## config.mk

```make
export PLATFORM = sky130hd
export DESIGN_NAME = sha1_message_digest_core
export DESIGN_NICKNAME = d
export VERILOG_FILES = /design/src/rtl/sha1_pkg.sv /design/src/rtl/sha1_datapath.sv /design/src/rtl/sha1_ctrl.sv /design/src/rtl/sha1_message_digest_core.sv
export SDC_FILE = /design/constraint.sdc
export NUM_CORES = 2
export LEC_CHECK = 0
export BUFFER_PORTS_ARGS = -buffer_cell sky130_fd_sc_hd__buf_2
export CAP_MARGIN = 20
export CORE_MARGIN = 2
export CORE_UTILIZATION = 64
export CTS_CLUSTER_DIAMETER = 200
export CTS_CLUSTER_SIZE = 12
export DETAILED_ROUTE_END_ITERATION = 8
export GPL_TIMING_DRIVEN = 0
export PLACE_DENSITY_LB_ADDON = 0.15
export SLEW_MARGIN = 20
export SYNTH_ARGS = -nofsm -noshare
export SYNTH_HDL_FRONTEND = slang
export SYNTH_SLANG_ARGS = --single-unit
export TNS_END_PERCENT = 20
```

## constraint.sdc

```tcl
create_clock -name i_clk -period 51.3 [get_ports i_clk]
set_input_delay 12.825 -clock i_clk [delete_from_list [all_inputs] [get_ports i_clk]]
set_output_delay 12.825 -clock i_clk [all_outputs]
set_load 0.02 [all_outputs]
```

## src/rtl/sha1_pkg.sv

```systemverilog
// sha1_pkg: shared types, constants and helpers for the sha-1 digest core
// used by sha1_ctrl, sha1_datapath and sha1_message_digest_core; no dependencies

package sha1_pkg;

    // block and digest geometry
    localparam int unsigned BlockBytes  = 64;
    localparam int unsigned PosW        = $clog2(BlockBytes);
    localparam int unsigned SchedWords  = 16;
    localparam int unsigned ChainWords  = 5;
    localparam int unsigned WordIdxW    = 3;
    localparam int unsigned RoundCount  = 80;
    localparam int unsigned RoundW      = $clog2(RoundCount);
    localparam int unsigned LenW        = 64;

    localparam logic [PosW-1:0]     PosLast    = PosW'(BlockBytes - 1);
    localparam logic [PosW-1:0]     PosLenStart = PosW'(BlockBytes - 8);
    localparam logic [RoundW-1:0]   RoundLast  = RoundW'(RoundCount - 1);
    localparam logic [WordIdxW-1:0] WordLast   = WordIdxW'(ChainWords - 1);
    localparam logic [7:0]          PadMark    = 8'h80;

    // initial chaining values
    localparam logic [31:0] InitH0 = 32'h67452301;
    localparam logic [31:0] InitH1 = 32'hEFCDAB89;
    localparam logic [31:0] InitH2 = 32'h98BADCFE;
    localparam logic [31:0] InitH3 = 32'h10325476;
    localparam logic [31:0] InitH4 = 32'hC3D2E1F0;

    // round group codes, 20 rounds each
    typedef enum logic [1:0] {
        GRP_CHOOSE = 2'd0,
        GRP_PARITY1 = 2'd1,
        GRP_MAJORITY = 2'd2,
        GRP_PARITY2 = 2'd3
    } t_round_grp;

    // source of a byte written into the block
    typedef enum logic [1:0] {
        SRC_MSG  = 2'd0,
        SRC_MARK = 2'd1,
        SRC_ZERO = 2'd2,
        SRC_LEN  = 2'd3
    } t_byte_src;

    typedef enum logic [2:0] {
        ST_IDLE,
        ST_LOAD,
        ST_ROUND,
        ST_FOLD,
        ST_PAD_MARK,
        ST_PAD_ZERO,
        ST_PAD_LEN,
        ST_OUTPUT
    } t_state;

    // controller to datapath commands
    typedef struct packed {
        logic                byte_wr;
        t_byte_src           byte_src;
        logic                count_len;
        logic                load_work;
        logic                round;
        t_round_grp          round_grp;
        logic                fold;
        logic                chain_init;
        logic [WordIdxW-1:0] word_idx;
    } t_dp_cmd;

    // datapath to controller status
    typedef struct packed {
        logic pos_last;
        logic pos_len_start;
    } t_dp_status;

    function automatic logic [31:0] round_const(input t_round_grp grp);
        logic [31:0] k;
        case (grp)
            GRP_CHOOSE:   k = 32'h5A827999;
            GRP_PARITY1:  k = 32'h6ED9EBA1;
            GRP_MAJORITY: k = 32'h8F1BBCDC;
            GRP_PARITY2:  k = 32'hCA62C1D6;
            default:      k = 32'h5A827999;
        endcase
        return k;
    endfunction

    function automatic logic [31:0] round_func(input t_round_grp grp, input logic [31:0] b,
                                               input logic [31:0] c, input logic [31:0] d);
        logic [31:0] f;
        case (grp)
            GRP_CHOOSE:   f = (b & c) | (~b & d);
            GRP_MAJORITY: f = (b & c) | (b & d) | (c & d);
            GRP_PARITY1:  f = b ^ c ^ d;
            GRP_PARITY2:  f = b ^ c ^ d;
            default:      f = b ^ c ^ d;
        endcase
        return f;
    endfunction

endpackage

```

## src/rtl/sha1_datapath.sv

```systemverilog
// sha1_datapath: block schedule shift line, working variables, chaining words,
// byte position and bit length counter; depends on sha1_pkg

module sha1_datapath (
    input  logic                 i_clk,
    input  logic                 i_rst_n,
    input  logic [7:0]           i_data_byte,
    input  sha1_pkg::t_dp_cmd    i_cmd,
    output sha1_pkg::t_dp_status o_status,
    output logic [31:0]          o_digest_word
);

    logic [31:0] r_w [sha1_pkg::SchedWords];
    logic [31:0] r_a, r_b, r_c, r_d, r_e;
    logic [31:0] r_h0, r_h1, r_h2, r_h3, r_h4;
    logic [sha1_pkg::PosW-1:0] r_pos;
    logic [sha1_pkg::LenW-1:0] r_len;

    logic [7:0]  wr_byte;
    logic [31:0] sched_xor;
    logic [31:0] sched_next;
    logic [31:0] round_sum;

    // byte selection for message and padding
    always_comb begin
        case (i_cmd.byte_src)
            sha1_pkg::SRC_MSG:  wr_byte = i_data_byte;
            sha1_pkg::SRC_MARK: wr_byte = sha1_pkg::PadMark;
            sha1_pkg::SRC_ZERO: wr_byte = 8'h00;
            sha1_pkg::SRC_LEN:  wr_byte = r_len[sha1_pkg::LenW-1 -: 8];
            default:            wr_byte = 8'h00;
        endcase
    end

    // rolling schedule word and round sum
    assign sched_xor  = r_w[13] ^ r_w[8] ^ r_w[2] ^ r_w[0];
    assign sched_next = {sched_xor[30:0], sched_xor[31]};
    assign round_sum  = {r_a[26:0], r_a[31:27]}
                      + sha1_pkg::round_func(i_cmd.round_grp, r_b, r_c, r_d)
                      + r_e + sha1_pkg::round_const(i_cmd.round_grp) + r_w[0];

    assign o_status.pos_last      = (r_pos == sha1_pkg::PosLast);
    assign o_status.pos_len_start = (r_pos == sha1_pkg::PosLenStart);

    // schedule line: bytes shift into the newest word, rounds roll the line
    always_ff @(posedge i_clk) begin
        if (i_cmd.byte_wr) begin
            // first byte of a word pushes the finished word down the line
            if (r_pos[1:0] == 2'd0) begin
                for (int i = 0; i < sha1_pkg::SchedWords - 1; i++) begin
                    r_w[i] <= r_w[i+1];
                end
            end
            r_w[sha1_pkg::SchedWords-1] <= {r_w[sha1_pkg::SchedWords-1][23:0], wr_byte};
        end else if (i_cmd.round) begin
            for (int i = 0; i < sha1_pkg::SchedWords - 1; i++) begin
                r_w[i] <= r_w[i+1];
            end
            r_w[sha1_pkg::SchedWords-1] <= sched_next;
        end
    end

    // working variables
    always_ff @(posedge i_clk) begin
        if (i_cmd.load_work) begin
            r_a <= r_h0;
            r_b <= r_h1;
            r_c <= r_h2;
            r_d <= r_h3;
            r_e <= r_h4;
        end else if (i_cmd.round) begin
            r_a <= round_sum;
            r_b <= r_a;
            r_c <= {r_b[1:0], r_b[31:2]};
            r_d <= r_c;
            r_e <= r_d;
        end
    end

    // chaining words, byte position and bit length
    always_ff @(posedge i_clk) begin
        if (!i_rst_n || i_cmd.chain_init) begin
            r_h0 <= sha1_pkg::InitH0;
            r_h1 <= sha1_pkg::InitH1;
            r_h2 <= sha1_pkg::InitH2;
            r_h3 <= sha1_pkg::InitH3;
            r_h4 <= sha1_pkg::InitH4;
        end else if (i_cmd.fold) begin
            r_h0 <= r_h0 + r_a;
            r_h1 <= r_h1 + r_b;
            r_h2 <= r_h2 + r_c;
            r_h3 <= r_h3 + r_d;
            r_h4 <= r_h4 + r_e;
        end
    end

    always_ff @(posedge i_clk) begin
        if (!i_rst_n) begin
            r_pos <= '0;
            r_len <= '0;
        end else begin
            if (i_cmd.byte_wr) begin
                r_pos <= r_pos + 1'b1;
            end
            // length bytes leave from the top, leaving zero for the next message
            if (i_cmd.count_len) begin
                r_len <= r_len + sha1_pkg::LenW'(8);
            end else if (i_cmd.byte_wr && i_cmd.byte_src == sha1_pkg::SRC_LEN) begin
                r_len <= {r_len[sha1_pkg::LenW-9:0], 8'h00};
            end
        end
    end

    // digest word select
    always_comb begin
        case (i_cmd.word_idx)
            3'd0:    o_digest_word = r_h0;
            3'd1:    o_digest_word = r_h1;
            3'd2:    o_digest_word = r_h2;
            3'd3:    o_digest_word = r_h3;
            3'd4:    o_digest_word = r_h4;
            default: o_digest_word = r_h0;
        endcase
    end

endmodule

```

## src/rtl/sha1_ctrl.sv

```systemverilog
// sha1_ctrl: sequencer for byte intake, padding, compression rounds and digest output
// drives sha1_datapath through t_dp_cmd; depends on sha1_pkg

module sha1_ctrl (
    input  logic                         i_clk,
    input  logic                         i_rst_n,
    input  logic                         i_in_valid,
    input  logic                         i_holds_byte,
    input  logic                         i_end_of_message,
    output logic                         o_in_ready,
    output logic                         o_out_valid,
    input  logic                         i_out_ready,
    output logic [sha1_pkg::WordIdxW-1:0] o_word_index,
    output logic                         o_last_word,
    input  sha1_pkg::t_dp_status         i_status,
    output sha1_pkg::t_dp_cmd            o_cmd
);

    sha1_pkg::t_state r_state, n_state;
    sha1_pkg::t_state r_ret, n_ret;
    logic [sha1_pkg::RoundW-1:0]   r_round, n_round;
    logic [sha1_pkg::WordIdxW-1:0] r_word, n_word;

    // state registers
    always_ff @(posedge i_clk) begin
        if (!i_rst_n) begin
            r_state <= sha1_pkg::ST_IDLE;
            r_ret   <= sha1_pkg::ST_IDLE;
            r_round <= '0;
            r_word  <= '0;
        end else begin
            r_state <= n_state;
            r_ret   <= n_ret;
            r_round <= n_round;
            r_word  <= n_word;
        end
    end

    assign o_word_index = r_word;
    assign o_last_word  = (r_word == sha1_pkg::WordLast);

    // next state and commands
    always_comb begin
        n_state     = r_state;
        n_ret       = r_ret;
        n_round     = r_round;
        n_word      = r_word;
        o_in_ready  = 1'b0;
        o_out_valid = 1'b0;
        o_cmd           = '0;
        o_cmd.word_idx  = r_word;
        if (r_round < sha1_pkg::RoundW'(20)) begin
            o_cmd.round_grp = sha1_pkg::GRP_CHOOSE;
        end else if (r_round < sha1_pkg::RoundW'(40)) begin
            o_cmd.round_grp = sha1_pkg::GRP_PARITY1;
        end else if (r_round < sha1_pkg::RoundW'(60)) begin
            o_cmd.round_grp = sha1_pkg::GRP_MAJORITY;
        end else begin
            o_cmd.round_grp = sha1_pkg::GRP_PARITY2;
        end

        case (r_state)
            sha1_pkg::ST_IDLE: begin
                o_in_ready = 1'b1;
                if (i_in_valid) begin
                    if (i_holds_byte) begin
                        o_cmd.byte_wr   = 1'b1;
                        o_cmd.byte_src  = sha1_pkg::SRC_MSG;
                        o_cmd.count_len = 1'b1;
                    end
                    if (i_holds_byte && i_status.pos_last) begin
                        n_state = sha1_pkg::ST_LOAD;
                        n_ret   = i_end_of_message ? sha1_pkg::ST_PAD_MARK
                                                   : sha1_pkg::ST_IDLE;
                    end else if (i_end_of_message) begin
                        n_state = sha1_pkg::ST_PAD_MARK;
                    end
                end
            end
            sha1_pkg::ST_LOAD: begin
                o_cmd.load_work = 1'b1;
                n_round = '0;
                n_state = sha1_pkg::ST_ROUND;
            end
            sha1_pkg::ST_ROUND: begin
                o_cmd.round = 1'b1;
                if (r_round == sha1_pkg::RoundLast) begin
                    n_state = sha1_pkg::ST_FOLD;
                end else begin
                    n_round = r_round + 1'b1;
                end
            end
            sha1_pkg::ST_FOLD: begin
                o_cmd.fold = 1'b1;
                n_state = r_ret;
            end
            sha1_pkg::ST_PAD_MARK: begin
                o_cmd.byte_wr  = 1'b1;
                o_cmd.byte_src = sha1_pkg::SRC_MARK;
                if (i_status.pos_last) begin
                    n_state = sha1_pkg::ST_LOAD;
                    n_ret   = sha1_pkg::ST_PAD_ZERO;
                end else begin
                    n_state = sha1_pkg::ST_PAD_ZERO;
                end
            end
            sha1_pkg::ST_PAD_ZERO: begin
                // zeros up to the length field, through an extra block if needed
                if (i_status.pos_len_start) begin
                    n_state = sha1_pkg::ST_PAD_LEN;
                end else begin
                    o_cmd.byte_wr  = 1'b1;
                    o_cmd.byte_src = sha1_pkg::SRC_ZERO;
                    if (i_status.pos_last) begin
                        n_state = sha1_pkg::ST_LOAD;
                        n_ret   = sha1_pkg::ST_PAD_ZERO;
                    end
                end
            end
            sha1_pkg::ST_PAD_LEN: begin
                o_cmd.byte_wr  = 1'b1;
                o_cmd.byte_src = sha1_pkg::SRC_LEN;
                if (i_status.pos_last) begin
                    n_state = sha1_pkg::ST_LOAD;
                    n_ret   = sha1_pkg::ST_OUTPUT;
                end
            end
            sha1_pkg::ST_OUTPUT: begin
                o_out_valid = 1'b1;
                if (i_out_ready) begin
                    if (r_word == sha1_pkg::WordLast) begin
                        o_cmd.chain_init = 1'b1;
                        n_word  = '0;
                        n_state = sha1_pkg::ST_IDLE;
                    end else begin
                        n_word = r_word + 1'b1;
                    end
                end
            end
            default: begin
                n_state = sha1_pkg::ST_IDLE;
            end
        endcase
    end

endmodule

```

## src/rtl/sha1_message_digest_core.sv

```systemverilog
// sha1_message_digest_core: top level of the sha-1 digest engine
// instantiates sha1_ctrl and sha1_datapath; depends on sha1_pkg
//
// channel   direction  tdata                 tuser                tlast
// s_axis    in         [7:0] data_byte       [0] holds_byte       end_of_message
// m_axis    out        [31:0] digest_word    [2:0] word_index     last_word
//
// message bytes are taken while the sequencer is idle; every 64th byte starts a compression
// (load, 80 rounds on one shared round unit, fold), during which no request is taken.
// an end request pads one byte per cycle, pausing for each compression and once at the
// length field, runs one or two compressions, then offers five words.
// the input is stalled from end of message until the fifth word is taken.
// reset (i_rst_n low, synchronous) loads the initial chaining values and clears counts.

module sha1_message_digest_core (
    input  logic                         i_clk,
    input  logic                         i_rst_n,
    input  logic                         i_s_axis_tvalid,
    output logic                         o_s_axis_tready,
    input  logic [7:0]                   i_s_axis_tdata,  // [7:0] data_byte
    input  logic                         i_s_axis_tuser,  // [0] holds_byte
    input  logic                         i_s_axis_tlast,
    output logic                         o_m_axis_tvalid,
    input  logic                         i_m_axis_tready,
    output logic [31:0]                  o_m_axis_tdata,  // [31:0] digest_word
    output logic [sha1_pkg::WordIdxW-1:0] o_m_axis_tuser, // [2:0] word_index
    output logic                         o_m_axis_tlast
);

    sha1_pkg::t_dp_cmd    dp_cmd;
    sha1_pkg::t_dp_status dp_status;

    // sequencer
    sha1_ctrl u_ctrl (
        .i_clk            (i_clk),
        .i_rst_n          (i_rst_n),
        .i_in_valid       (i_s_axis_tvalid),
        .i_holds_byte     (i_s_axis_tuser),
        .i_end_of_message (i_s_axis_tlast),
        .o_in_ready       (o_s_axis_tready),
        .o_out_valid      (o_m_axis_tvalid),
        .i_out_ready      (i_m_axis_tready),
        .o_word_index     (o_m_axis_tuser),
        .o_last_word      (o_m_axis_tlast),
        .i_status         (dp_status),
        .o_cmd            (dp_cmd)
    );

    // hash datapath
    sha1_datapath u_datapath (
        .i_clk         (i_clk),
        .i_rst_n       (i_rst_n),
        .i_data_byte   (i_s_axis_tdata),
        .i_cmd         (dp_cmd),
        .o_status      (dp_status),
        .o_digest_word (o_m_axis_tdata)
    );

endmodule

```

==> impl_metrics.yaml <==
clock_tree:
  tritoncts: "yes"
  cts_num_sinks: 915
  ctsResizeCount: 0
  postCtsHoldBufs: 0
  cts_made_buffers: 86
  clk_pin_slew_ns: 0.07
  cts_root_buf: "clkbuf_16"
  post_cts_buffers: 0
  clock_path_buffers: 3
  clock_latency_ns: 0.71
  htreeDepth: 3
worst_setup_path:
  critPathArrivalTime_ns: 4.27
  reg2reg_slack_ns: 41.77
  required_ns: 38.48
  r2r-end: "u_datapath.r_a[31]$_DFFE_PP_"
  endpoint_kind: "output pin"
  crit_slowest_cell: "clkbuf_1"
  cp_max_fo: 10
  cp-endpoint: "o_m_axis_tdata[23]"
  worst_r2r_startpoint: "u_ctrl.r_round[3]$_SDFFE_PN0P_"
  cp.depth: 10
  startpoint: "u_ctrl.o_word_index[1]$_SDFFE_PN0P_"
  path_buf_inv: 5
  startpoint_type: "flip-flop"
  crit_path_cell_trace: "inv_1 > ha_1 > nor2b_1 > clkbuf_1 > or4_1 > clkbuf_1 > clkbuf_1 > nor2_1 > a31oi_1 > buf_2"
  crit_path_frequent_cell: "clkbuf_1"
  ff2ff_path_depth: 30
  worstSetupPathType: "flip-flop to output pin"
  max_stage_delay_ns: 0.71
  crit_family: "buffers and inverters"
routing:
  wl_per_cell_microns: 25.46
  viasPerCell: 6.349
  final_antenna_net_count: 0
  dr.pass1.iters: 6
  via_count: 34990
  drt_iter0_markers: 4711
  drt-total-wl_mm: 140.3
  drc: 0
grt:
  grt_pass1_vias: 33220
  antenna_found_initial: 0
  grt-ovfl-total: 0
  grt_max_degree: 29
  grtUsageTotal: 0.3753
  grt_pass1_wl_mm: 206.6
sta:
  hold_violations: 0
  clock_skew_ns: 0.06841
  finalSetupTns_ns: 0
  period_share: 0.3333
  worst_pin_slew_ns: 1.279
  fmaxAchievable_mhz: 58.48
  slew_violations: 0
  relSlewSlack: 0.1474
  finalCriticalPeriod_ns: 17.10
  rsz0062_at_grt: "false"
  setup_violations: 0
yosys:
  yosysUniqueCellTypes: 88
  avgSynthCellArea_sq_um: 10.84
  syn_nets: 4694
  synth_async_sr_flop_share: 0
  synthFlopType: "edfxtp_1"
  syn_inst: 4320
  netlist_area_sq_um: 46820
  synth_edf_count: 672
  ys_ff_latch: 915
  yosys_warnings: 0
  synth_seq_area_share: 0.5349
hold_path:
  min-delay-start: "u_datapath.r_w[0][288]$_DFFE_PP_"
  hold_class: "flip-flop to flip-flop"
  hold_path_depth: 0
run:
  cap_violations: 0
floorplanning:
  core_sq_um: 72710
  fp-row-count: 99
  die_h_microns: 274.5
  io_pins: 52
  die_area_sq_um: 75340
  fp.dieW_microns: 274.5
  start_util: 0.6439
cells_and_area:
  area_growth_syn_to_layout_pct: 10.61
  seqCellArea_sq_um: 25040
  drive_gt1_frac: 0.05076
  nets: 4872
  multi_input_area_sq_um: 20210
  fillers: 5139
placement:
  hpwl_mm: 103.3
  portBuffers: 51
  gp_congestion: 1.023
status:
  outcome: "completed"
## how the worst min path moves through the flow
stage	to	slack [ns]
finish	u_datapath.r_w[0][256]$_DFFE_PP_	0.41
CTS	u_datapath.r_w[0][70]$_DFFE_PP_	0.40
floorplan	u_datapath.r_w[0][0]$_DFFE_PP_	0.40
global route	u_datapath.r_w[0][70]$_DFFE_PP_	0.41
global placement	u_datapath.r_w[0][372]$_DFFE_PP_	0.40
detailed placement	u_datapath.r_w[0][117]$_DFFE_PP_	0.40
## worst reg2reg max path: cells and delay by family (launching register included)
family	cells	cell delay [ns]
AOI/OAI and AO/OA	12	2.67
adders and majority gates	5	2.06
buffers and inverters	8	3.18
DFF	1	0.43
xor gates and xnor gates	1	0.15
and+or+nand+nor	4	0.79
## layout by cell type, fill, tap and decap left out, types with 39 or more instances in the layout
cell | Yosys | layout
edfxtp_1 | 672 | 672
o21ai_0 | 221 | 220
a21oi_1 | 322 | 320
xor2_1 | 71 | 71
ha_1 | 235 | 235
dfxtp_1 | 243 | 243
nand3_1 | 69 | 69
buf_2 | 3 | 55
nand2_1 | 703 | 703
a22oi_1 | 73 | 73
fa_1 | 125 | 125
clkbuf_16 | 0 | 86
inv_1 | 247 | 247
a31oi_1 | 58 | 58
clkbuf_1 | 158 | 198
xnor2_1 | 193 | 193
nand2b_1 | 41 | 41
o211ai_1 | 52 | 52
and3_1 | 39 | 39
a21o_1 | 76 | 76
nor2_1 | 253 | 253
a211oi_1 | 58 | 58
nor3_1 | 43 | 42
## state kept, by name (all words and copies together) (netlist names), 6 cells and up
register,flops
u_datapath.r_w,512
u_datapath.r_len,61
u_datapath.r_a,32
u_datapath.r_b,32
u_datapath.r_c,32
u_datapath.r_d,32
u_datapath.r_e,32
u_datapath.r_h0,32
u_datapath.r_h1,32
u_datapath.r_h2,32
u_datapath.r_h3,32
u_datapath.r_h4,32
u_ctrl.r_round,7
u_datapath.r_pos,6
## logic make-up (layout without fill, tap and decap cells)
kind of cell               Yosys count  in the layout  share of synthesized area
AOI/OAI and AO/OA                 1076           1076                     0.1460
xor gates and xnor gates           264            264                    0.04938
adders and majority gates          360            360                     0.1162
buffers and inverters              421            652                    0.03407
DFF                                915            915                     0.5349
muxes                                8              8                   0.001790
other                                0              1                          0
and+or+nand+nor                   1276           1276                     0.1176
## Yosys cell counts (all sizes together) (76+ instances only)
library cell	instances	area share
ha	235	0.063
nor2	253	0.020
fa	125	0.053
nand2	704	0.056
edfxtp	672	0.43
dfxtp	243	0.10
a21o	76	0.012
clkbuf	158	0.013
o21ai	248	0.027
a21oi	323	0.035
inv	248	0.020
xnor2	193	0.036
## layer usage
layer	up-vias	track usage	part of all wire
met2	2003	0.5849	0.45
met3	430	0.05920	0.096
met5	-	0	0
met4	0	0.2380	0.074
li1	15800	-	-
met1	16760	0.4939	0.38
## cell type report
type | instances | share of cell area
Sequential cell | 915 | 0.4836
Multi-Input combinational cell | 2984 | 0.3903
Clock buffer | 133 | 0.04496
Tap cell | 959 | 0.02317
Timing Repair Buffer | 90 | 0.02261
Inverter | 249 | 0.01805
Buffer | 172 | 0.01297
Clock inverter | 8 | 0.004276
Antenna cell | 1 | 0.00004832
## per-stage QoR
step / cell area, sq um / utilization / hold slack (ns) / setup slack, ns / instances
final: 51790 / 0.7122 / 0.4087 / 34.20 / 5511
after global routing: 51780 / 0.7122 / 0.4123 / 34.24 / 5510
after CTS: 51780 / 0.7121 / 0.4041 / 34.35 / 5510
after detailed placement: 49230 / 0.6770 / 0.4045 / 34.53 / 5369
after global placement: 48280 / 0.6639 / 0.4004 / 4.051 / 5330
after floorplan: 46820 / - / 0.4003 / 15.13 / 4320
Power is left out: the tool's default activity adds up to more than one toggle a clock period on the data nets, which glitch-free logic cannot reach.
